### src/rtl/wdt2_pkg.sv
// Package for the two-stage watchdog: transaction and state types, operation
// and unlock codes, register offsets and bit masks.
// No dependencies; used by wdt2_step and two_stage_pci_watchdog_unit.
`timescale 1ns / 1ps

package wdt2_pkg;

	// Configuration port geometry.
	localparam int CFG_IDX_W  = 1;
	localparam int CFG_DATA_W = 20;

	// Configuration register indexes.
	localparam logic [CFG_IDX_W-1:0] CFG_RESUME_PRELOAD = 1'b0;
	localparam logic [CFG_IDX_W-1:0] CFG_INIT_PRELOAD   = 1'b1;

	// Reset values, given at full 32 bits and cut to the preload width by users.
	localparam logic [31:0] RESUME_RESET_VALUE = 32'(60 << 10);
	localparam logic [31:0] INIT_PRELOAD_VALUE = 32'h000F_FFFF;

	// Unlock codes written to the reload register.
	localparam logic [31:0] UNLOCK_CODE_FIRST  = 32'h0000_0080;
	localparam logic [31:0] UNLOCK_CODE_SECOND = 32'h0000_0086;

	// Config space offsets and access sizes.
	localparam logic [7:0] CFG_MODE_OFS = 8'h60;
	localparam logic [7:0] CFG_LOCK_OFS = 8'h68;
	localparam logic [2:0] CFG_MODE_SIZE = 3'd2;
	localparam logic [2:0] CFG_LOCK_SIZE = 3'd1;

	// Memory window offsets.
	localparam logic [7:0] BAR_T1_OFS     = 8'h00;
	localparam logic [7:0] BAR_T2_OFS     = 8'h04;
	localparam logic [7:0] BAR_GIS_OFS    = 8'h08;
	localparam logic [7:0] BAR_RELOAD_OFS = 8'h0c;

	// Bit masks.
	localparam logic [31:0] INT_TYPE_MASK = 32'h0000_0003;
	localparam logic [31:0] REBOOT_BIT    = 32'(1 << 5);
	localparam logic [31:0] RELOAD_BIT    = 32'(1 << 8);
	localparam logic [31:0] TIMEOUT_BIT   = 32'(1 << 9);

	typedef enum logic [2:0] {
		OP_CFG_READ     = 3'd0,
		OP_CFG_WRITE    = 3'd1,
		OP_BAR_READ     = 3'd2,
		OP_BAR_WRITE    = 3'd3,
		OP_TICK         = 3'd4,
		OP_RESUME_RESET = 3'd5,
		OP_STOP         = 3'd6
	} op_t;

	typedef enum logic [1:0] {
		UNLOCK_IDLE  = 2'd0,
		UNLOCK_ARMED = 2'd1,
		UNLOCK_OPEN  = 2'd2
	} unlock_t;

	typedef struct packed {
		op_t         operation;
		logic [7:0]  offset;
		logic [2:0]  access_size;
		logic [31:0] write_data;
		logic        msi_enabled;
	} item_t;

	typedef struct packed {
		logic [31:0] read_data;
		logic        claimed;
		logic        msi_pulse;
		logic        line_irq;
		logic        reset_request;
	} result_t;

	// Control flags of the watchdog.
	typedef struct packed {
		logic    reboot_on;
		logic    irq_on;
		logic    irq_pending;
		logic    line_level;
		logic    lock_bit;
		logic    dog_enabled;
		logic    counting;
		logic    second_stage;
		unlock_t unlock_step;
		logic    timed_out;
	} flags_t;

	localparam flags_t FLAGS_RESET = '{
		reboot_on:    1'b1,
		irq_on:       1'b0,
		irq_pending:  1'b0,
		line_level:   1'b0,
		lock_bit:     1'b0,
		dog_enabled:  1'b0,
		counting:     1'b0,
		second_stage: 1'b0,
		unlock_step:  UNLOCK_IDLE,
		timed_out:    1'b0
	};

endpackage

### src/rtl/wdt2_step.sv
// Next-state and result logic of the watchdog for one transaction.
// Depends on wdt2_pkg; instantiated by two_stage_pci_watchdog_unit.
`timescale 1ns / 1ps

module wdt2_step #(
	parameter int PRELOAD_WIDTH = 20,
	parameter int TICK_SHIFT    = 10
) (
	input  wdt2_pkg::item_t  item,
	input  wdt2_pkg::flags_t flags,
	input  logic [((PRELOAD_WIDTH > TICK_SHIFT) ? (PRELOAD_WIDTH - TICK_SHIFT) : 1)-1:0]
	                         seconds,
	input  logic [PRELOAD_WIDTH-1:0] preload1,
	input  logic [PRELOAD_WIDTH-1:0] preload2,
	input  logic [PRELOAD_WIDTH-1:0] resume_preload,
	output wdt2_pkg::flags_t flags_nxt,
	output logic [((PRELOAD_WIDTH > TICK_SHIFT) ? (PRELOAD_WIDTH - TICK_SHIFT) : 1)-1:0]
	                         seconds_nxt,
	output logic [PRELOAD_WIDTH-1:0] preload1_nxt,
	output logic [PRELOAD_WIDTH-1:0] preload2_nxt,
	output wdt2_pkg::result_t result
);

	localparam int CNT_W = (PRELOAD_WIDTH > TICK_SHIFT) ? (PRELOAD_WIDTH - TICK_SHIFT) : 1;

	logic [PRELOAD_WIDTH-1:0] shifted1;
	logic [PRELOAD_WIDTH-1:0] shifted2;
	logic [CNT_W-1:0]         load1;
	logic [CNT_W-1:0]         load2;
	logic [CNT_W-1:0]         dec;
	logic                     do_start;
	logic                     was_enabled;
	wdt2_pkg::flags_t         f;
	logic [CNT_W-1:0]         sec;

	assign dec = (seconds != '0) ? (seconds - CNT_W'(1)) : seconds;

	always_comb begin
		f            = flags;
		sec          = seconds;
		preload1_nxt = preload1;
		preload2_nxt = preload2;
		do_start     = 1'b0;
		was_enabled  = flags.dog_enabled;
		result       = '0;

		case (item.operation)
			wdt2_pkg::OP_CFG_READ: begin
				if (item.offset == wdt2_pkg::CFG_LOCK_OFS &&
				    item.access_size == wdt2_pkg::CFG_LOCK_SIZE) begin
					result.read_data = {30'd0, flags.dog_enabled, flags.lock_bit};
					result.claimed   = 1'b1;
				end
			end
			wdt2_pkg::OP_CFG_WRITE: begin
				if (item.offset == wdt2_pkg::CFG_MODE_OFS &&
				    item.access_size == wdt2_pkg::CFG_MODE_SIZE) begin
					f.reboot_on    = (item.write_data & wdt2_pkg::REBOOT_BIT) == '0;
					f.irq_on       = (item.write_data & wdt2_pkg::INT_TYPE_MASK) == '0;
					result.claimed = 1'b1;
				end else if (item.offset == wdt2_pkg::CFG_LOCK_OFS &&
				             item.access_size == wdt2_pkg::CFG_LOCK_SIZE) begin
					if (!flags.lock_bit) begin
						f.lock_bit    = item.write_data[0];
						f.dog_enabled = item.write_data[1];
						if (!was_enabled && f.dog_enabled) begin
							f.second_stage = 1'b0;
							do_start       = 1'b1;
						end else if (!f.dog_enabled) begin
							f.counting = 1'b0;
						end
					end
					result.claimed = 1'b1;
				end
			end
			wdt2_pkg::OP_BAR_READ: begin
				if (item.offset == wdt2_pkg::BAR_GIS_OFS) begin
					result.read_data[0] = flags.irq_on && flags.irq_pending;
				end else if (item.offset == wdt2_pkg::BAR_RELOAD_OFS) begin
					result.read_data = (flags.timed_out ? wdt2_pkg::TIMEOUT_BIT : '0) |
					                   (!flags.second_stage ? wdt2_pkg::RELOAD_BIT : '0);
				end
			end
			wdt2_pkg::OP_BAR_WRITE: begin
				if (item.offset == wdt2_pkg::BAR_GIS_OFS) begin
					if (item.write_data[0]) begin
						f.irq_pending = 1'b0;
						if (flags.irq_on && flags.line_level)
							f.line_level = 1'b0;
					end
				end else if (item.offset == wdt2_pkg::BAR_RELOAD_OFS) begin
					if (item.write_data == wdt2_pkg::UNLOCK_CODE_FIRST) begin
						f.unlock_step = wdt2_pkg::UNLOCK_ARMED;
					end else if (item.write_data == wdt2_pkg::UNLOCK_CODE_SECOND &&
					             flags.unlock_step == wdt2_pkg::UNLOCK_ARMED) begin
						f.unlock_step = wdt2_pkg::UNLOCK_OPEN;
					end else if (flags.unlock_step == wdt2_pkg::UNLOCK_OPEN) begin
						if ((item.write_data & wdt2_pkg::RELOAD_BIT) != '0) begin
							f.second_stage = 1'b0;
							do_start       = 1'b1;
						end
						if ((item.write_data & wdt2_pkg::TIMEOUT_BIT) != '0)
							f.timed_out = 1'b0;
						f.unlock_step = wdt2_pkg::UNLOCK_IDLE;
					end
				end else if (flags.unlock_step == wdt2_pkg::UNLOCK_OPEN) begin
					// Any other offset uses up the unlock; only the preloads store.
					if (item.offset == wdt2_pkg::BAR_T1_OFS)
						preload1_nxt = item.write_data[PRELOAD_WIDTH-1:0];
					else if (item.offset == wdt2_pkg::BAR_T2_OFS)
						preload2_nxt = item.write_data[PRELOAD_WIDTH-1:0];
					f.unlock_step = wdt2_pkg::UNLOCK_IDLE;
				end
			end
			wdt2_pkg::OP_TICK: begin
				if (flags.counting) begin
					sec = dec;
					if (dec == '0) begin
						f.counting = 1'b0;
						if (!flags.second_stage) begin
							if (flags.irq_on) begin
								if (item.msi_enabled)
									result.msi_pulse = 1'b1;
								else
									f.line_level = 1'b1;
								f.irq_pending = 1'b1;
							end
							f.second_stage = 1'b1;
							do_start       = 1'b1;
						end else if (flags.reboot_on) begin
							f.second_stage       = 1'b0;
							f.timed_out          = 1'b1;
							result.reset_request = 1'b1;
						end else begin
							f.second_stage = 1'b0;
							do_start       = 1'b1;
						end
					end
				end
			end
			wdt2_pkg::OP_RESUME_RESET: begin
				f.second_stage = 1'b0;
				preload1_nxt   = resume_preload;
				preload2_nxt   = resume_preload;
				f.unlock_step  = wdt2_pkg::UNLOCK_IDLE;
				do_start       = 1'b1;
			end
			wdt2_pkg::OP_STOP: begin
				f.counting = 1'b0;
			end
			default: begin
			end
		endcase

		// Load values come from the preloads as they stand after this transaction,
		// so a resume-reset loads the new preload.
		shifted1 = preload1_nxt >> TICK_SHIFT;
		shifted2 = preload2_nxt >> TICK_SHIFT;
		load1    = shifted1[CNT_W-1:0];
		load2    = shifted2[CNT_W-1:0];

		// Stage start: the counter loads only while the dog is enabled.
		if (do_start && f.dog_enabled) begin
			sec        = f.second_stage ? load2 : load1;
			f.counting = (sec != '0);
		end

		result.line_irq = f.line_level;
		flags_nxt       = f;
		seconds_nxt     = sec;
	end

endmodule

### src/rtl/two_stage_pci_watchdog_unit.sv
// Two-stage watchdog timer: an input transaction is captured in the input register,
// passes through the next-state logic into the result register and is shown on the
// output from there; throughput is one transaction per cycle while out_stall is low.
// The combinational next-state logic between the input register and the state and
// result registers sets that rate; the output register holds a result under stall.
// Reset (arst_n low, asynchronous) clears both valid flags and returns all
// watchdog state, preloads and the resume preload to their reset values at once.
`timescale 1ns / 1ps

module two_stage_pci_watchdog_unit #(
	parameter int PRELOAD_WIDTH = 20,
	parameter int TICK_SHIFT    = 10
) (
	input  logic        clk,
	input  logic        arst_n,

	// Configuration write port.
	input  logic                            cfg_write_enable,
	input  logic [wdt2_pkg::CFG_IDX_W-1:0]  cfg_index,
	input  logic [PRELOAD_WIDTH-1:0]        cfg_write_data,

	// Input transaction channel.
	input  logic        in_valid,
	output logic        in_stall,
	input  logic [2:0]  operation,
	input  logic [7:0]  offset,
	input  logic [2:0]  access_size,
	input  logic [31:0] write_data,
	input  logic        msi_enabled,

	// Result transaction channel.
	output logic        out_valid,
	input  logic        out_stall,
	output logic [31:0] read_data,
	output logic        claimed,
	output logic        msi_pulse,
	output logic        line_irq,
	output logic        reset_request
);

	// The down counter holds whole seconds, the preload with its low
	// TICK_SHIFT bits dropped. It keeps one bit when nothing is left.
	localparam int CNT_W = (PRELOAD_WIDTH > TICK_SHIFT) ? (PRELOAD_WIDTH - TICK_SHIFT) : 1;

	localparam logic [PRELOAD_WIDTH-1:0] RESUME_RST =
		wdt2_pkg::RESUME_RESET_VALUE[PRELOAD_WIDTH-1:0];
	localparam logic [PRELOAD_WIDTH-1:0] INIT_RST =
		wdt2_pkg::INIT_PRELOAD_VALUE[PRELOAD_WIDTH-1:0];

	// Input register stage.
	logic              valid_s1;
	wdt2_pkg::item_t   item_s1;

	// Result register stage.
	logic              valid_s2;
	wdt2_pkg::result_t result_s2;

	// Watchdog state.
	wdt2_pkg::flags_t         flags_q;
	logic [CNT_W-1:0]         seconds_q;
	logic [PRELOAD_WIDTH-1:0] preload1_q;
	logic [PRELOAD_WIDTH-1:0] preload2_q;
	logic [PRELOAD_WIDTH-1:0] resume_preload_q;

	// Next-state logic outputs.
	wdt2_pkg::flags_t         flags_nxt;
	logic [CNT_W-1:0]         seconds_nxt;
	logic [PRELOAD_WIDTH-1:0] preload1_nxt;
	logic [PRELOAD_WIDTH-1:0] preload2_nxt;
	wdt2_pkg::result_t        result_nxt;

	logic                                   advance;

	// A transaction leaves the input register whenever the result register is
	// empty or is being emptied in the same cycle. That move is also the moment
	// the watchdog state commits, so the next transaction sees the new state.
	assign advance  = valid_s1 && (!valid_s2 || !out_stall);
	assign in_stall = valid_s1 && !advance;

	always_ff @(posedge clk or negedge arst_n) begin
		if (!arst_n) begin
			valid_s1 <= 1'b0;
		end else if (in_valid && !in_stall) begin
			valid_s1 <= 1'b1;
		end else if (advance) begin
			valid_s1 <= 1'b0;
		end
	end

	always_ff @(posedge clk) begin
		if (in_valid && !in_stall) begin
			item_s1.operation   <= wdt2_pkg::op_t'(operation);
			item_s1.offset      <= offset;
			item_s1.access_size <= access_size;
			item_s1.write_data  <= write_data;
			item_s1.msi_enabled <= msi_enabled;
		end
	end

	wdt2_step #(
		.PRELOAD_WIDTH (PRELOAD_WIDTH),
		.TICK_SHIFT    (TICK_SHIFT)
	) u_step (
		.item           (item_s1),
		.flags          (flags_q),
		.seconds        (seconds_q),
		.preload1       (preload1_q),
		.preload2       (preload2_q),
		.resume_preload (resume_preload_q),
		.flags_nxt      (flags_nxt),
		.seconds_nxt    (seconds_nxt),
		.preload1_nxt   (preload1_nxt),
		.preload2_nxt   (preload2_nxt),
		.result         (result_nxt)
	);

	// State commits together with the transaction moving into the result register.
	always_ff @(posedge clk or negedge arst_n) begin
		if (!arst_n) begin
			flags_q    <= wdt2_pkg::FLAGS_RESET;
			seconds_q  <= '0;
			preload1_q <= INIT_RST;
			preload2_q <= INIT_RST;
		end else if (advance) begin
			flags_q    <= flags_nxt;
			seconds_q  <= seconds_nxt;
			preload1_q <= preload1_nxt;
			preload2_q <= preload2_nxt;
		end
	end

	always_ff @(posedge clk or negedge arst_n) begin
		if (!arst_n) begin
			valid_s2 <= 1'b0;
		end else if (advance) begin
			valid_s2 <= 1'b1;
		end else if (!out_stall) begin
			valid_s2 <= 1'b0;
		end
	end

	always_ff @(posedge clk) begin
		if (advance) begin
			result_s2 <= result_nxt;
		end
	end

	assign out_valid     = valid_s2;
	assign read_data     = result_s2.read_data;
	assign claimed       = result_s2.claimed;
	assign msi_pulse     = result_s2.msi_pulse;
	assign line_irq      = result_s2.line_irq;
	assign reset_request = result_s2.reset_request;

	// Configuration writes at the preload width.
	// The initial preload only matters at block reset, where both stage
	// preloads take its reset value, so a write to it is taken and dropped.
	always_ff @(posedge clk or negedge arst_n) begin
		if (!arst_n) begin
			resume_preload_q <= RESUME_RST;
		end else if (cfg_write_enable) begin
			case (cfg_index)
				wdt2_pkg::CFG_RESUME_PRELOAD: resume_preload_q <= cfg_write_data;
				wdt2_pkg::CFG_INIT_PRELOAD:   resume_preload_q <= resume_preload_q;
				default:                      resume_preload_q <= resume_preload_q;
			endcase
		end
	end

	// The counter runs only with a nonzero count and an enabled dog.
	assert property (@(posedge clk) disable iff (!arst_n)
		flags_q.counting |-> (seconds_q != '0) && flags_q.dog_enabled)
		else $error("watchdog counting with zero count or while disabled");

	// A pending reset request goes with the sticky timeout and a stopped counter.
	assert property (@(posedge clk) disable iff (!arst_n)
		valid_s2 && result_s2.reset_request |->
			flags_q.timed_out && !flags_q.second_stage && !flags_q.counting)
		else $error("reset request without matching timeout state");

	// A message interrupt comes from a stage one expiry.
	assert property (@(posedge clk) disable iff (!arst_n)
		valid_s2 && result_s2.msi_pulse |-> flags_q.second_stage && flags_q.irq_pending)
		else $error("message interrupt without stage two and pending status");

	// The line level shown is the committed state while the result waits.
	assert property (@(posedge clk) disable iff (!arst_n)
		valid_s2 |-> result_s2.line_irq == flags_q.line_level)
		else $error("line level in result differs from committed state");

endmodule
### config.mk
export PLATFORM = sky130hd
export DESIGN_NAME = two_stage_pci_watchdog_unit
export DESIGN_NICKNAME = d
export VERILOG_FILES = /design/src/rtl/wdt2_pkg.sv /design/src/rtl/wdt2_step.sv /design/src/rtl/two_stage_pci_watchdog_unit.sv
export SDC_FILE = /design/constraint.sdc
export NUM_CORES = 1
export LEC_CHECK = 0
export BUFFER_PORTS_ARGS = -buffer_cell sky130_fd_sc_hd__buf_2
export CAP_MARGIN = 0
export CORE_MARGIN = 3
export CORE_UTILIZATION = 50
export CTS_CLUSTER_DIAMETER = 80
export CTS_CLUSTER_SIZE = 25
export DETAILED_ROUTE_END_ITERATION = 6
export HOLD_SLACK_MARGIN = 0.15
export MAX_ROUTING_LAYER = met4
export PLACE_DENSITY = 0.84
export SYNTH_ARGS = -nofsm -noshare
export SYNTH_HDL_FRONTEND = slang
export SYNTH_SLANG_ARGS = --single-unit
### constraint.sdc
create_clock -name clk -period 3.3 [get_ports clk]
set_input_delay 0.66 -clock clk [delete_from_list [all_inputs] [get_ports clk]]
set_output_delay 0.66 -clock clk [all_outputs]
set_load 0.01 [all_outputs]
==> results by group, run 1 <==
Die
  • Vert. Die Dim: 110 um
  • Die width: 110 um
  • Die area: 12100 sq um
  • Cell Rows: 37
  • Core box area: 10400 sq um
  • Initial Util: just over 50%
  • Number of I/O pins: 111

Place
  • Post-DP HPWL: ~8600 um
  • GP Congestion: 0.932
  • Input/output buffers: between 70 and 80

Global routing
  • GRT Residual Overflow: 0
  • Initial antenna violation count: 0
  • Largest net degree at the start of global routing: 48
  • First-pass GRT wire length: 19100 um
  • Vias in the first global route: 3961
  • Total GRT Usage: 21.0%

STA
  • Final hold violation count: 0
  • Final period utilization: 94.9%
  • Slew headroom: 31.5%
  • Slew @ Worst Pin: 1030 ps
  • Worst hold slack: 358 ps
  • Slew Limit Fails: 0
  • Clock Skews: about 15 ps
  • Final setup violation count: 0
  • Fmax: around 0.32 GHz
  • RSZ-0062 raised after global routing: false
  • Setup_tns: 0 ps
  • Minimum clock period: 3130 ps

Worst setup path
  • CP arrival: 3410 ps
  • Reg2Reg Depth: 9
  • Critical path endpoint category: flip-flop
  • CP Launch Type: flip-flop
  • CP Class: flip-flop to flip-flop
  • Critical-path maximum fanout: 12
  • CP Data Required Time: between 3000 and 4000 ps

Logic synthesis
  • Synth top area share: 30.6%
  • Most frequent cell after synthesis: nand2_1
  • Register bit count reported by yosys: 108
  • Synth unique cells: 73
  • Mean Syn Cell Area: 11.0 sq um
  • Yosys top cell by area: edfxtp_1
  • Synth Flop Type: edfxtp_1
  • Top area cells in the synthesized netlist: edfxtp_1 31%, dfrtp_1 13%, dfstp_2 12%
  • Register area share after synthesis: 55.8%
  • Post-Syn Area: about 5400 sq um
  • Ys async rst share: 49.1%
  • Yosys warns: 0
  • EDFF count, synth: 55
  • Post-synthesis instance total: 492
  • Top cells by count, synth: 80 x nand2_1, 55 x edfxtp_1, 29 x buf_4

Clocking
  • Hold_buf cts: 0
  • Post-CTS setup buffers: 0
  • Deepest clock path buffer count: 2
  • Total CTS buffers: 9
  • Skew-Pair Late Insertion Delay: 380 ps
  • CTS tree: yes
  • Root buffer cell: clkbuf_8
  • Depth of the CTS H-tree: 3
  • Clock transition at path regs: around 110 ps
  • Post-CTS resize count: 0
  • # clock sinks: 108

Power and ir drop
  • Pwr/cell area: 484 nW/um^2
  • P_sw: 816 uW
  • Leak Pwr: ~0.0026 uW
  • Comb power frac: 16.3%
  • VDD IR max: 0.411 mV
  • Power share of the clock group: approximately a quarter
  • Sequential Power Share: 57.8%
  • Pint: 2120 uW
  • Sw Ratio: 27.8%

Cells and area
  • Final Core Density: 58.2%
  • Share of cells above drive strength 1: 27.3%
  • Area grow syn2layout: 12.4%
  • Nets: 645
  • Antenna diode count: 0

Routing
  • Via count: 4130
  • DRT Pass-1 Iters: 6
  • WL final: 11700 um
  • Avg WL per Cell: 16.4 um
  • DR DRC count: 0
  • Vias/cell: 5.80
  • Post-DRT Antenna Nets: 0
  • DR iter-0 viols: 230

Run
  • Max_cap viols: 0

Run status
  • Outcome: finished, final reports clean

Min path
  • Worst Hold Class: primary input to async pin
worst paths after layout:
check,slack [ps],endpoint,startpoint
hold reg to reg,470,preload1_q[10],preload1_q[10]
hold / removal,360,flags_q[3],arst_n
setup reg to reg,170,seconds_q[8],item_s1[40]
setup / recovery,170,seconds_q[8],item_s1[40]
min in group clk,450,item_s1[45],operation[1]
max in group asynchronous,2110,preload1_q[17],arst_n
layer usage:
metal / wire (um) / up-vias / global-route usage, % / part of all wire [%]
met5: 0 / - / - / 0
met4: 227 / 0 / 6.68 / 1.9
met3: 740 / 23 / 3.41 / 6.3
met2: 5760 / 176 / 34.1 / 49
met1: 4960 / 1995 / 27.1 / 42
li1: - / 1936 / - / -
per-stage QoR:
stage | std cells | area [sq um] | setup slack, ps | power, uW
2_1_floorplan | 519 | 5500 | 184 | 2050
3_3_place_gp | 696 | 5870 | 207 | 2160
3_5_place_dp | 696 | 5870 | 152 | 2190
4_1_cts | 712 | 6050 | 115 | 2930
5_1_grt | 712 | 6060 | 21.3 | 3080
6_report | 712 | 6060 | 168 | 2940
registers in the layout, summed over array words and instances, names as in the netlist:
name / count
valid_s1: 1
preload1_q: 10
msi_pulse: 1
read_data: 4
flags_q: 11
resume_preload_q: 10
line_irq: 1
claimed: 1
item_s1: 47
out_valid: 1
seconds_q: 10
preload2_q: 10
reset_request: 1
power by group through the flow:
stage / logic, uW / registers, uW / clock network [uW]
final: 478 / 1700 / 761
after global routing: 535 / 1710 / 833
after global placement: 449 / 1710 / 0
after CTS: 474 / 1700 / 761
after detailed placement: 469 / 1720 / 0
after floorplan: 349 / 1700 / 0
critical path: stages, from the launching register on:
cell      delay [ps]
edfxtp_1         360
or4_1            670
or3_1            520
o41ai_2          300
nand3_1          160
o211a_1          240
o22ai_2          160
buf_12           180
mux2i_1           90
a221o_1          350
cells by family after synthesis:
family	Yosys count	synth area share, %
AND/OR/NAND/NOR	212	20.6
AO/OA/AOI/OAI	85	12.0
adder cells (fa/ha/maj)	1	0.232
other	1	0.0695
buffers and inverters	61	6.61
multiplexers	24	4.71
flip-flops	108	55.8
area by class of cell:
type / instances / area (sq um)
Clock inverter: 6 / 45.0
Inverter: 11 / 41.3
Timing Repair Buffer: 91 / 519
Fill cell: 851 / 4350
Clock buffer: 10 / 138
Sequential cell: 108 / 3010
Tap cell: 136 / 170
Multi-Input combinational cell: 350 / 2140
cell usage in the layout (no fill, tap or decap), types with 3 or more instances in the layout:
master,synthesis,layout
dfstp_2,25,25
dfrtp_1,28,28
nor4_1,20,20
nand2_1,80,80
clkbuf_8,0,10
nand3_1,7,7
nand2b_1,3,3
conb_1,1,28
a221o_1,19,19
o21ai_1,9,9
a21oi_1,7,7
o221ai_1,3,3
nor2_1,28,28
inv_1,9,9
a221oi_1,3,3
buf_4,29,17
o31ai_1,3,3
mux2_2,11,11
and2_1,14,13
buf_2,2,72
nor3b_1,3,3
nand4_1,6,6
edfxtp_1,55,55
nor3_1,10,10
or3b_2,5,5
nor2b_1,5,5
or3_1,5,5
mux2i_1,13,12
nand3b_1,8,8
o21bai_1,3,3
o21ai_0,13,13
No activity file was read; power rests on OpenSTA's default activity.
==> run 2, diff against run 1 <==
--- a/config.mk
+++ b/config.mk
@@ -5,6 +5,7 @@
 export SDC_FILE = /design/constraint.sdc
 export NUM_CORES = 1
 export LEC_CHECK = 0
+export ABC_AREA = 1
 export BUFFER_PORTS_ARGS = -buffer_cell sky130_fd_sc_hd__buf_2
 export CAP_MARGIN = 0
 export CORE_MARGIN = 3
@@ -14,7 +15,7 @@
 export DETAILED_ROUTE_END_ITERATION = 6
 export HOLD_SLACK_MARGIN = 0.15
 export MAX_ROUTING_LAYER = met4
-export PLACE_DENSITY = 0.84
+export PLACE_DENSITY = 0.83
 export SYNTH_ARGS = -nofsm -noshare
 export SYNTH_HDL_FRONTEND = slang
 export SYNTH_SLANG_ARGS = --single-unit
==> results by group, run 2 <==
Cells and area
  • Antenna diode count: 0 (unchanged)
  • Share of cells above drive strength 1: 21.9% (was 27.3%)
  • Nets: 818 (was 645)
  • Commonest non-fill, non-tap cell in the layout: nand2_1 (unchanged)
  • Max reg flops: 47 (unchanged)
  • Multi-input gate area: 2260 sq um (was 2140 sq um)
  • Most frequent cells in the layout: 145 x nand2_1, 90 x nor2_1, 72 x buf_2 (was 80 x nand2_1, 72 x buf_2, 55 x edfxtp_1)
  • FILL cells: 964 (was 851)
  • Regs by FF count: item_s1 (47), flags_q (11) (unchanged)
  • Biggest register: item_s1 (unchanged)
  • Sequential Area: 3010 sq um (unchanged)
  • Area grow syn2layout: 13.4% (was 12.4%)

Power and ir drop
  • Comb power frac: 31.3% (was 16.3%)
  • Pwr/cell area: 697 nW/um^2 (was 484 nW/um^2)
  • Sequential Power Share: 43.3% (was 57.8%)
  • Leak Pwr: 0.00285 uW (was 0.00262 uW)
  • Pint: 2880 uW (was 2120 uW)
  • Pwr Total: 4520 uW (was 2940 uW)
  • VDD IR max: 0.341 mV (was 0.411 mV)
  • Power share of the clock group: 25.4% (was 25.9%)
  • Sw Ratio: 36.3% (was 27.8%)
  • P_sw: 1640 uW (was 816 uW)

Worst setup path
  • Reg2reg end: flags_q[4] (was seconds_q[8])
  • CP arrival: 3050 ps (was 3410 ps)
  • CP Data Required Time: 3540 ps (was 3580 ps)
  • Critical-path maximum fanout: 11 (was 12)
  • Reg2Reg Depth: 19 (was 9)
  • Setup crit end: flags_q[4] (was seconds_q[8])
  • Critical path endpoint category: flip-flop (unchanged)
  • CP Class: flip-flop to flip-flop (unchanged)
  • Critical Path Start: seconds_q[0] (was item_s1[40])
  • Critical R2R Launch: seconds_q[0] (was item_s1[40])
  • Reg2Reg Setup Slack: 500 ps (was 170 ps)
  • CP Launch Type: flip-flop (unchanged)

Routing
  • WL final: 12000 um (was 11700 um)
  • DR iter-0 viols: 357 (was 230)
  • Vias/cell: 5.34 (was 5.80)
  • DRT Pass-1 Iters: 6 (unchanged)
  • DR DRC count: 0 (unchanged)
  • Avg WL per Cell: 13.4 um (was 16.4 um)
  • Via count: 4750 (was 4130)
  • Post-DRT Antenna Nets: 0 (unchanged)

Run
  • Max_cap viols: 0 (unchanged)

Logic synthesis
  • EDFF count, synth: 55 (unchanged)
  • Top area cells in the synthesized netlist: edfxtp_1 29%, dfrtp_1 12%, dfstp_2 11% (was edfxtp_1 31%, dfrtp_1 13%, dfstp_2 12%)
  • Post-Syn Area: 5720 sq um (was 5390 sq um)
  • Register area share after synthesis: 52.6% (was 55.8%)
  • Post-synthesis instance total: 666 (was 492)
  • Most frequent cell after synthesis: nand2_1 (unchanged)
  • Mean Syn Cell Area: 8.59 sq um (was 11.0 sq um)
  • Yosys warns: 0 (unchanged)
  • Top cells by count, synth: 145 x nand2_1, 90 x nor2_1, 71 x o21ai_0 (was 80 x nand2_1, 55 x edfxtp_1, 29 x buf_4)
  • Synth Flop Type: edfxtp_1 (unchanged)
  • Yosys top cell by area: edfxtp_1 (unchanged)
  • Ys async rst share: 49.1% (unchanged)
  • Synth top area share: 28.9% (was 30.6%)
  • Register bit count reported by yosys: 108 (unchanged)
  • Synth unique cells: 44 (was 73)

Global routing
  • Vias in the first global route: 4482 (was 3961)
  • GRT met2 Usage: 31.4% (was 34.1%)
  • Largest net degree at the start of global routing: 48 (unchanged)
  • First-pass GRT wire length: 19900 um (was 19100 um)
  • GR Util met3: 3.16% (was 3.41%)
  • Initial antenna violation count: 0 (unchanged)
  • Total GRT Usage: 19.8% (was 21.0%)
  • GRT Residual Overflow: 0 (unchanged)
  • Top Usage Layer GRT: met2 (unchanged)
  • Met1 usage: 25.4% (was 27.1%)

STA
  • Final hold violation count: 0 (unchanged)
  • Clock Skews: 10.3 ps (was 15.2 ps)
  • Fmax: 0.357 GHz (was 0.319 GHz)
  • Final setup violation count: 0 (unchanged)
  • RSZ-0062 raised after global routing: false (unchanged)
  • Slew headroom: 37.6% (was 31.5%)
  • Slew Limit Fails: 0 (unchanged)
  • Setup_tns: 0 ps (unchanged)
  • Final period utilization: 85.0% (was 94.9%)
  • Minimum clock period: 2800 ps (was 3130 ps)
  • Slew @ Worst Pin: 936 ps (was 1030 ps)

Die
  • Die width: 113 um (was 110 um)
  • Core box area: 11000 sq um (was 10400 sq um)
  • Cell Rows: 38 (was 37)
  • Die area: 12800 sq um (was 12100 sq um)
  • Number of I/O pins: 111 (unchanged)
  • Vert. Die Dim: 113 um (was 110 um)
  • Initial Util: 51.8% (about the same)

Run status
  • Outcome: finished, final reports clean (unchanged)

Place
  • Input/output buffers: 72 (unchanged)
  • GP Congestion: 0.907 (was 0.932)
  • Post-DP HPWL: 8700 um (was 8550 um)

Min path
  • Worst Hold Class: primary input to async pin (unchanged)

Clocking
  • # clock sinks: 108 (unchanged)
  • Root buffer cell: clkbuf_16 (was clkbuf_8)
  • Skew-Pair Late Insertion Delay: 350 ps (was 380 ps)
  • Clock transition at path regs: 80 ps (was 110 ps)
  • Total CTS buffers: 9 (unchanged)
  • Post-CTS setup buffers: 0 (unchanged)
  • Post-CTS resize count: 0 (unchanged)
  • Depth of the CTS H-tree: 3 (unchanged)
  • Deepest clock path buffer count: 2 (unchanged)
  • CTS tree: yes (unchanged)
  • Hold_buf cts: 0 (unchanged)
## run 2: how the worst min path moves through the flow
stage	end	slack, ps	depth (start not counted)
after global placement	flags_q[10]	440	1
after CTS	resume_preload_q[16]	240	1
final	resume_preload_q[16]	240	1
after floorplan	flags_q[0]	360	0
after detailed placement	flags_q[10]	460	1
after global routing	resume_preload_q[16]	260	1
## run 2: layout make-up
cell class	count	area share [%]
sequential	108	46.4
multi-input combinational	471	34.9
timing repair buffer	83	6.83
inverter	71	4.15
clock buffer	9	3.47
tap	140	2.70
clock inverter	7	1.54
## run 2: cell families (layout without fill, tap and decap cells)
group / count (synthesis) / in the layout / synth area share, %
mux: 10 / 10 / 1.97
xor+xnor: 1 / 1 / 0.153
simple gates: 306 / 306 / 23.1
compound gates: 125 / 125 / 12.3
flops: 108 / 108 / 52.6
fa+ha+maj: 1 / 1 / 0.219
other cells: 1 / 28 / 0.0656
buf+inv: 114 / 170 / 9.61
## run 2: critical path, stage by stage (launching register included)
cell,delay [ps]
dfrtp_1,410
inv_1,140
ha_1,220
nand2_2,110
nor2_4,190
nand2_1,70
nand2_1,90
nand3_1,110
nor2_1,180
nand3_1,110
nand2_1,70
nand3_1,90
nand2_1,270
nand2_1,150
nand2_1,90
nand2_1,60
nor2_1,140
nand3_1,80
nand2_1,60
nand2_1,50
## run 2: power groups by stage
stage	sequential (uW)	clock (uW)	combinational [uW]
after CTS	1950	1170	1400
after floorplan	1930	0	1120
final	1960	1150	1410
after detailed placement	1970	0	1380
after global placement	1970	0	1340
after global routing	1990	1220	1620
## run 2: layer usage
| metal | vias up | wire (um) |
|---|---|---|
| met5 | - | 0 |
| li1 | 2325 | - |
| met2 | 203 | 5580 |
| met4 | 0 | 285 |
| met3 | 30 | 877 |
| met1 | 2192 | 5210 |
## run 2: per-stage QoR
| step | hold slack (ps) | cell area (sq um) | worst slack, ps | util (%) | cells |
|---|---|---|---|---|---|
| after floorplan | 364 | 5820 | 910 | - | 693 |
| after global placement | 437 | 6160 | 641 | 55.8 | 873 |
| after CTS | 241 | 6480 | 508 | 58.8 | 889 |
| final | 236 | 6480 | 495 | 58.8 | 889 |
| after global routing | 257 | 6480 | 215 | 58.8 | 889 |
| after detailed placement | 465 | 6160 | 582 | 55.8 | 873 |
